## src/design/dwrv_pkg.sv

```systemverilog
// ----------------------------------------------------------------------------
// dwrv_pkg
// Shared constants, types and helpers of the de-whitening repetition
// vote decoder.
// ----------------------------------------------------------------------------
package dwrv_pkg;

    localparam int MAX_WORD_BITS = 16;
    localparam int MAX_REPEATS   = 16;

    localparam int SHAPE_W    = 5;
    localparam int CNT_W      = 5;
    localparam int IDX_W      = 4;
    localparam int POS_W      = 8;
    localparam int WORD_W     = 16;
    localparam int WHITE_W    = 64;
    localparam int WHITE_ALL  = 4 * WHITE_W;
    localparam int CFG_IDX_W  = 3;
    localparam int CFG_DATA_W = 64;

    localparam logic [CFG_IDX_W-1:0] REG_BITS_PER_WORD = 3'd0;
    localparam logic [CFG_IDX_W-1:0] REG_REPEAT_COUNT  = 3'd1;
    localparam logic [CFG_IDX_W-1:0] REG_WHITENER0     = 3'd2;
    localparam logic [CFG_IDX_W-1:0] REG_WHITENER1     = 3'd3;
    localparam logic [CFG_IDX_W-1:0] REG_WHITENER2     = 3'd4;
    localparam logic [CFG_IDX_W-1:0] REG_WHITENER3     = 3'd5;

    localparam logic [SHAPE_W-1:0] BPW_RESET  = 5'd16;
    localparam logic [SHAPE_W-1:0] REPS_RESET = 5'd3;

    typedef struct packed {
        logic                   restart;
        logic [SHAPE_W-1:0]     bpw;
        logic [SHAPE_W-1:0]     reps;
        logic [WHITE_ALL-1:0]   whitener;
    } cfg_t;

    typedef struct packed {
        logic               step;
        logic               restart;
        logic               bit_val;
        logic [IDX_W-1:0]   bit_idx;
        logic               block_end;
    } vote_ctrl_t;

    function automatic logic [SHAPE_W-1:0] clamp_shape(input logic [SHAPE_W-1:0] v,
                                                       input logic [SHAPE_W-1:0] hi);
        logic [SHAPE_W-1:0] r;
        if (v == '0)
        begin
            r = SHAPE_W'(1);
        end
        else if (v > hi)
        begin
            r = hi;
        end
        else
        begin
            r = v;
        end
        return r;
    endfunction

endpackage

```

## src/design/dwrv_cfg_regs.sv

```systemverilog
// ----------------------------------------------------------------------------
// dwrv_cfg_regs
// Configuration registers: word length, repeat count and whitening bits.
// ----------------------------------------------------------------------------
module dwrv_cfg_regs
(
    input  logic                                clk,
    input  logic                                rst_n,
    input  logic                                wr_en,
    input  logic [dwrv_pkg::CFG_IDX_W-1:0]      wr_index,
    input  logic [dwrv_pkg::CFG_DATA_W-1:0]     wr_data,
    output dwrv_pkg::cfg_t                      cfg
);

    logic [dwrv_pkg::SHAPE_W-1:0]   bpw_reg;
    logic [dwrv_pkg::SHAPE_W-1:0]   reps_reg;
    logic [dwrv_pkg::WHITE_ALL-1:0] whitener_reg;

    always_ff @(posedge clk or negedge rst_n)
    begin
        if (!rst_n)
        begin
            bpw_reg      <= dwrv_pkg::BPW_RESET;
            reps_reg     <= dwrv_pkg::REPS_RESET;
            whitener_reg <= '0;
        end
        else if (wr_en)
        begin
            case (wr_index)
                dwrv_pkg::REG_BITS_PER_WORD: bpw_reg  <= wr_data[dwrv_pkg::SHAPE_W-1:0];
                dwrv_pkg::REG_REPEAT_COUNT:  reps_reg <= wr_data[dwrv_pkg::SHAPE_W-1:0];
                dwrv_pkg::REG_WHITENER0:
                    whitener_reg[0*dwrv_pkg::WHITE_W +: dwrv_pkg::WHITE_W] <= wr_data;
                dwrv_pkg::REG_WHITENER1:
                    whitener_reg[1*dwrv_pkg::WHITE_W +: dwrv_pkg::WHITE_W] <= wr_data;
                dwrv_pkg::REG_WHITENER2:
                    whitener_reg[2*dwrv_pkg::WHITE_W +: dwrv_pkg::WHITE_W] <= wr_data;
                dwrv_pkg::REG_WHITENER3:
                    whitener_reg[3*dwrv_pkg::WHITE_W +: dwrv_pkg::WHITE_W] <= wr_data;
                default: ;
            endcase
        end
    end

    always_comb
    begin
        cfg.restart  = wr_en && ((wr_index == dwrv_pkg::REG_BITS_PER_WORD) ||
                                 (wr_index == dwrv_pkg::REG_REPEAT_COUNT));
        cfg.bpw      = dwrv_pkg::clamp_shape(bpw_reg,
                                             dwrv_pkg::SHAPE_W'(dwrv_pkg::MAX_WORD_BITS));
        cfg.reps     = dwrv_pkg::clamp_shape(reps_reg,
                                             dwrv_pkg::SHAPE_W'(dwrv_pkg::MAX_REPEATS));
        cfg.whitener = whitener_reg;
    end

endmodule

```

## src/design/dwrv_seq.sv

```systemverilog
// ----------------------------------------------------------------------------
// dwrv_seq
// Block position tracking and de-whitening of the incoming bit.
// ----------------------------------------------------------------------------
module dwrv_seq
(
    input  logic                    clk,
    input  logic                    rst_n,
    input  dwrv_pkg::cfg_t          cfg,
    input  logic                    accept,
    input  logic                    hard_bit,
    output dwrv_pkg::vote_ctrl_t    ctrl
);

    logic [dwrv_pkg::IDX_W-1:0] bit_idx_reg;
    logic [dwrv_pkg::IDX_W-1:0] rep_idx_reg;
    logic [dwrv_pkg::POS_W-1:0] pos_reg;
    logic                       word_last;
    logic                       block_end;

    assign word_last = ({1'b0, bit_idx_reg} + 5'd1) >= cfg.bpw;
    assign block_end = word_last && (({1'b0, rep_idx_reg} + 5'd1) >= cfg.reps);

    always_ff @(posedge clk or negedge rst_n)
    begin
        if (!rst_n)
        begin
            bit_idx_reg <= '0;
            rep_idx_reg <= '0;
            pos_reg     <= '0;
        end
        else if (cfg.restart || (accept && block_end))
        begin
            bit_idx_reg <= '0;
            rep_idx_reg <= '0;
            pos_reg     <= '0;
        end
        else if (accept)
        begin
            pos_reg <= pos_reg + 8'd1;
            if (word_last)
            begin
                bit_idx_reg <= '0;
                rep_idx_reg <= rep_idx_reg + 4'd1;
            end
            else
            begin
                bit_idx_reg <= bit_idx_reg + 4'd1;
            end
        end
    end

    always_comb
    begin
        ctrl.step      = accept;
        ctrl.restart   = cfg.restart;
        ctrl.bit_val   = hard_bit ^ cfg.whitener[pos_reg];
        ctrl.bit_idx   = bit_idx_reg;
        ctrl.block_end = block_end;
    end

endmodule

```

## src/design/dwrv_vote_bank.sv

```systemverilog
// ----------------------------------------------------------------------------
// dwrv_vote_bank
// Per-position vote counters and the majority decision.
// ----------------------------------------------------------------------------
module dwrv_vote_bank
(
    input  logic                            clk,
    input  logic                            rst_n,
    input  dwrv_pkg::cfg_t                  cfg,
    input  dwrv_pkg::vote_ctrl_t            ctrl,
    output logic [dwrv_pkg::WORD_W-1:0]     word
);

    logic [dwrv_pkg::CNT_W-1:0] counts_reg  [dwrv_pkg::MAX_WORD_BITS];
    logic [dwrv_pkg::CNT_W-1:0] counts_next [dwrv_pkg::MAX_WORD_BITS];
    logic [dwrv_pkg::CNT_W-1:0] half;

    assign half = {1'b0, cfg.reps[dwrv_pkg::SHAPE_W-1:1]};

    always_comb
    begin
        for (int i = 0; i < dwrv_pkg::MAX_WORD_BITS; i++)
        begin
            counts_next[i] = counts_reg[i] +
                             ((ctrl.step && (ctrl.bit_idx == dwrv_pkg::IDX_W'(i))) ?
                              {4'b0, ctrl.bit_val} : 5'd0);
            word[i] = (dwrv_pkg::SHAPE_W'(i) < cfg.bpw) && (counts_next[i] > half);
        end
    end

    always_ff @(posedge clk or negedge rst_n)
    begin
        if (!rst_n)
        begin
            for (int i = 0; i < dwrv_pkg::MAX_WORD_BITS; i++)
            begin
                counts_reg[i] <= '0;
            end
        end
        else if (ctrl.restart || (ctrl.step && ctrl.block_end))
        begin
            for (int i = 0; i < dwrv_pkg::MAX_WORD_BITS; i++)
            begin
                counts_reg[i] <= '0;
            end
        end
        else if (ctrl.step)
        begin
            for (int i = 0; i < dwrv_pkg::MAX_WORD_BITS; i++)
            begin
                counts_reg[i] <= counts_next[i];
            end
        end
    end

endmodule

```

## src/design/dewhiten_repetition_vote_decoder_unit.sv

```systemverilog
// ----------------------------------------------------------------------------
// dewhiten_repetition_vote_decoder_unit
// De-whitening repetition-code majority decoder, one hard bit per beat.
// ----------------------------------------------------------------------------
// Input channel in_valid/in_ready/hard_bit carries one coded bit per beat.
// Output channel out_valid/out_ready/decoded_word carries one word per block
// of bits_per_word * repeat_count input beats.
// Configuration is a plain write port (wr_en, wr_index, wr_data): index 0
// bits_per_word, 1 repeat_count, 2..5 whitener words 0..3. Writing either
// shape register drops the block in progress.
// Throughput: one input beat per cycle unless stalled. Latency: the decoded
// word is valid the cycle after the last bit of its block is taken. Counter
// update and majority compare sit between the position and word registers.
// Reset: shape returns to 16 bits x 3 repeats, whitening to zero, the block
// restarts and the output register is empty.
// Receiver stall: the word register holds its beat; input beats keep being
// taken until the bit that would finish the next block, which waits.
// ----------------------------------------------------------------------------
module dewhiten_repetition_vote_decoder_unit
(
    input  logic                                clk,
    input  logic                                rst_n,
    input  logic                                in_valid,
    output logic                                in_ready,
    input  logic                                hard_bit,
    output logic                                out_valid,
    input  logic                                out_ready,
    output logic [dwrv_pkg::WORD_W-1:0]         decoded_word,
    input  logic                                wr_en,
    input  logic [dwrv_pkg::CFG_IDX_W-1:0]      wr_index,
    input  logic [dwrv_pkg::CFG_DATA_W-1:0]     wr_data
);

    dwrv_pkg::cfg_t                 cfg;
    dwrv_pkg::vote_ctrl_t           ctrl;
    logic [dwrv_pkg::WORD_W-1:0]    word;
    logic                           accept;
    logic                           out_valid_reg;
    logic [dwrv_pkg::WORD_W-1:0]    word_reg;

    assign in_ready     = !(out_valid_reg && !out_ready && ctrl.block_end);
    assign accept       = in_valid && in_ready;
    assign out_valid    = out_valid_reg;
    assign decoded_word = word_reg;

    dwrv_cfg_regs u_cfg_regs
    (
        .clk      (clk),
        .rst_n    (rst_n),
        .wr_en    (wr_en),
        .wr_index (wr_index),
        .wr_data  (wr_data),
        .cfg      (cfg)
    );

    dwrv_seq u_seq
    (
        .clk      (clk),
        .rst_n    (rst_n),
        .cfg      (cfg),
        .accept   (accept),
        .hard_bit (hard_bit),
        .ctrl     (ctrl)
    );

    dwrv_vote_bank u_vote_bank
    (
        .clk   (clk),
        .rst_n (rst_n),
        .cfg   (cfg),
        .ctrl  (ctrl),
        .word  (word)
    );

    always_ff @(posedge clk or negedge rst_n)
    begin
        if (!rst_n)
        begin
            out_valid_reg <= 1'b0;
        end
        else if (accept && ctrl.block_end)
        begin
            out_valid_reg <= 1'b1;
        end
        else if (out_ready)
        begin
            out_valid_reg <= 1'b0;
        end
    end

    always_ff @(posedge clk)
    begin
        if (accept && ctrl.block_end)
        begin
            word_reg <= word;
        end
    end

endmodule

```

## config.mk

```make
export PLATFORM = sky130hd
export DESIGN_NAME = dewhiten_repetition_vote_decoder_unit
export DESIGN_NICKNAME = d
export VERILOG_FILES = /design/src/design/dwrv_pkg.sv /design/src/design/dwrv_cfg_regs.sv /design/src/design/dwrv_seq.sv /design/src/design/dwrv_vote_bank.sv /design/src/design/dewhiten_repetition_vote_decoder_unit.sv
export SDC_FILE = /design/constraint.sdc
export NUM_CORES = 1
export LEC_CHECK = 0
export ABC_AREA = 1
export BUFFER_PORTS_ARGS = -buffer_cell sky130_fd_sc_hd__buf_4
export CAP_MARGIN = 40
export CORE_UTILIZATION = 35
export CTS_BUF_LIST = sky130_fd_sc_hd__clkbuf_16
export DETAILED_ROUTE_END_ITERATION = 8
export GPL_ROUTABILITY_DRIVEN = 0
export PLACE_DENSITY_LB_ADDON = 0.25
export REMOVE_ABC_BUFFERS = 1
export SLEW_MARGIN = 20
export SYNTH_ARGS = -nofsm -noshare
export SYNTH_HDL_FRONTEND = slang
export SYNTH_SLANG_ARGS = --single-unit
export TNS_END_PERCENT = 20
```

## constraint.sdc

```tcl
create_clock -name clk -period 6.1 [get_ports clk]
set_input_delay 0.915 -clock clk [delete_from_list [all_inputs] [get_ports clk]]
set_output_delay 0.915 -clock clk [all_outputs]
set_load 0.005 [all_outputs]
```

==> key figures <==
Run status
  • Outcome: complete, no violations

Clock network
  • # H-tree levels: 2
  • Post CTS Setup Buffer Count: 0
  • CTS tree: done
  • Cts hold-fix bufs: 0
  • Reg clk slew, reported paths: 0.06 ns
  • Num CTS Buffers: 45
  • CTS max path bufs: 3
  • Root buf cell: clkbuf_16
  • Worst skew pair latency: 0.58 ns
  • # resized after CTS: 0
  • TritonCTS Sinks: 379

Floorplan
  • I/O Pins: 91
  • Core area: 56500 µm²
  • Placement row count: 87
  • Die H: 241 µm
  • Die area: 58300 µm²
  • Initial Utilization: 0.355
  • Die W: 241 µm

Detailed routing
  • Via count: 16600
  • Number of DRC markers in iteration 0: 1209
  • DRC: 0
  • First-pass detailed-route iteration total: 7
  • Final wirelength: 54600 µm
  • WL/cell: 16.3 µm
  • Vias/cell: 4.95
  • Routed Antenna Nets: 0

Timing
  • RSZ-0062 raised after global routing: false
  • Worst Skew: 0.0290 ns
  • F_max: 0.203 GHz
  • Setup Viol. Count Final: 0
  • Final period utilization: 0.806
  • Max Slew Vio Count: 0
  • Worst-margin pin slew: 0.789 ns
  • Post-route minimum period: 4.91 ns
  • Final hold vios: 0
  • Slew HR: 0.471

Setup path
  • R2r setup slk: 1.19 ns
  • Crit Path Max Fanout: 50
  • Crit path launch type: flip-flop
  • Reg2reg path depth: 20
  • CP Class: flip-flop to flip-flop
  • Critical path arrival: 5.31 ns
  • Crit path required time: 6.49 ns
  • Critical Path Sink Type: flip-flop

Placed design
  • Number of I/O port buffers: 90
  • Dpl cells: 3259
  • HPWL after DPL: 35500 µm

Min path
  • Hold Crit Class: primary input to async pin

Pwr
  • P_leak: 11.5 nW
  • Worst VDD drop: 0.000232 V
  • Power Density: 366 nW/µm²

Cells and area
  • Synthesis-to-layout area growth: 14.2%
  • Fillers: 5800
  • Multi-input gate area: 8900 µm²
  • Final core utilization: 0.405
  • FF+latch area: 9570 µm²
  • Final nets: 2740
  • Share of cells above drive strength 1: 0.0781
  • Non-Filler Instances: 3345
  • Largest register FFs: 256

GRT
  • Total gr overflow: 0
  • Grt met2 use: 0.318
  • Initial antenna violation count: 1
  • Global routing's busiest layer: met2
  • All-layer global routing usage: 0.194
  • First-pass GRT wire length: 89600 µm
  • Vias in the first global route: 16400
  • Met1 GRT Util: 0.263
  • Largest net degree at the start of global routing: 125
  • GRT met3 Usage: 0.0258

Synthesis
  • Library cells used by synthesis: 35
  • Synth Warn #: 0
  • Syn Inst Count: 2522
  • Mean Syn Cell Area: 7.95 µm²
  • Cell Area, Synth: 20100 µm²
  • Number of synthesized register bits: 379
  • Sequential area share after synthesis: 0.477

Flow run
  • Max Cap Violations: 0
kinds of logic (layout without fill, tap and decap cells):
| kind of cell | Yosys count | count (layout) | share of synthesized area |
|---|---|---|---|
| buf+inv | 407 | 473 | 0.0823 |
| xor+xnor | 56 | 56 | 0.0245 |
| other cells | 0 | 1 | 0 |
| fa+ha+maj | 112 | 112 | 0.0699 |
| compound gates | 517 | 517 | 0.132 |
| flops | 379 | 379 | 0.477 |
| simple gates | 1051 | 1051 | 0.214 |
routing by layer:
layer,routed length [µm],up-vias
met4,1390,0
met1,25300,7905
met5,0,-
met2,25600,337
li1,-,8246
met3,2220,85
where the power goes:
group	internal, mW	switching (mW)
Clock	1.36	1.07
Combinational	0.916	1.84
Sequential	2.95	0.255
Total	5.22	3.17
worst paths after layout:
kind                                         startpoint                      endpoint
max                                u_seq.bit_idx_reg[0]              decoded_word[10]
min                                               rst_n  u_cfg_regs.whitener_reg[230]
max reg2reg                        u_seq.bit_idx_reg[0]              decoded_word[10]
min reg2reg                u_cfg_regs.whitener_reg[154]  u_cfg_regs.whitener_reg[154]
max in group asynchronous                         rst_n   u_cfg_regs.whitener_reg[11]
min in group clk           u_cfg_regs.whitener_reg[154]  u_cfg_regs.whitener_reg[154]
area by class of cell:
cell class              count  share of cell area
flip-flops and latches    379               0.418
multi-input cells        1736               0.389
repair buffers            125              0.0512
clock buffers              46              0.0503
inverters                 268              0.0440
well taps                 756              0.0413
clock inverters            34             0.00672
diodes                      1            0.000109
cells in the final DEF, fill, tap and decap left out, drive strengths merged, types with 16 or more instances in the layout:
master / n
xor2: 47
buf: 125
dfrtp: 360
o21ai: 436
clkinv: 24
clkbuf: 46
a21oi: 58
ha: 112
nor2: 159
edfxtp: 16
nand3: 252
nand2: 625
inv: 277
critical path, stage by stage (launching register included):
cell and delay, ns:
dfrtp_1 0.49, ha_1 0.35, xor2_1 0.29, ha_1 0.31, a21oi_1 0.14, o21a_1 0.14
nand3_2 0.19, nand3_1 0.24, nand2_4 0.36, nor3_1 0.53, nand2_1 0.09, nor2_1 0.13
ha_1 0.21, nand3_1 0.11, xor2_1 0.19, inv_1 0.07, ha_1 0.30, nand2_1 0.06
o21ai_0 0.14, o21ai_0 0.12, a211oi_1 0.25
through the flow:
| stage | worst slack (ns) | cell area [µm²] | total power [mW] | TNS [ns] | hold slack, ns |
|---|---|---|---|---|---|
| 6_report | 1.19 | 22900 | 8.39 | 0 | 0.260 |
| 2_1_floorplan | -0.256 | 19400 | 4.91 | -2.77 | 0.445 |
| 3_3_place_gp | 1.30 | 21400 | 5.92 | 0 | 0.461 |
| 4_1_cts | 1.17 | 22800 | 8.46 | 0 | 0.481 |
| 5_1_grt | 0.542 | 22900 | 8.99 | 0 | 0.270 |
| 3_5_place_dp | 1.20 | 21500 | 5.99 | 0 | 0.467 |
synthesized netlist by cell type (all sizes together):
cell	n	area, µm²
nand2	625	2350
o21ai	436	2180
dfrtp	360	9010
inv	265	995
nand3	252	1270
nor2	159	599
ha	112	1400
clkbuf	89	334
a21oi	58	290
buf	50	310
xor2	47	412
edfxtp	16	480
o211ai	11	82.6
xnor2	9	78.8
nand4	6	37.5
nor3	5	25.0
a211oi	3	22.5
a22oi	3	22.5
clkinv	3	11.3
dfstp	3	78.8
and3	2	12.5
o21bai	2	15.0
or2	2	12.5
a21boi	1	7.51
a221oi	1	8.76
a2bb2oi	1	8.76
o21a	1	7.51
Power figures use the tool's default switching activity.
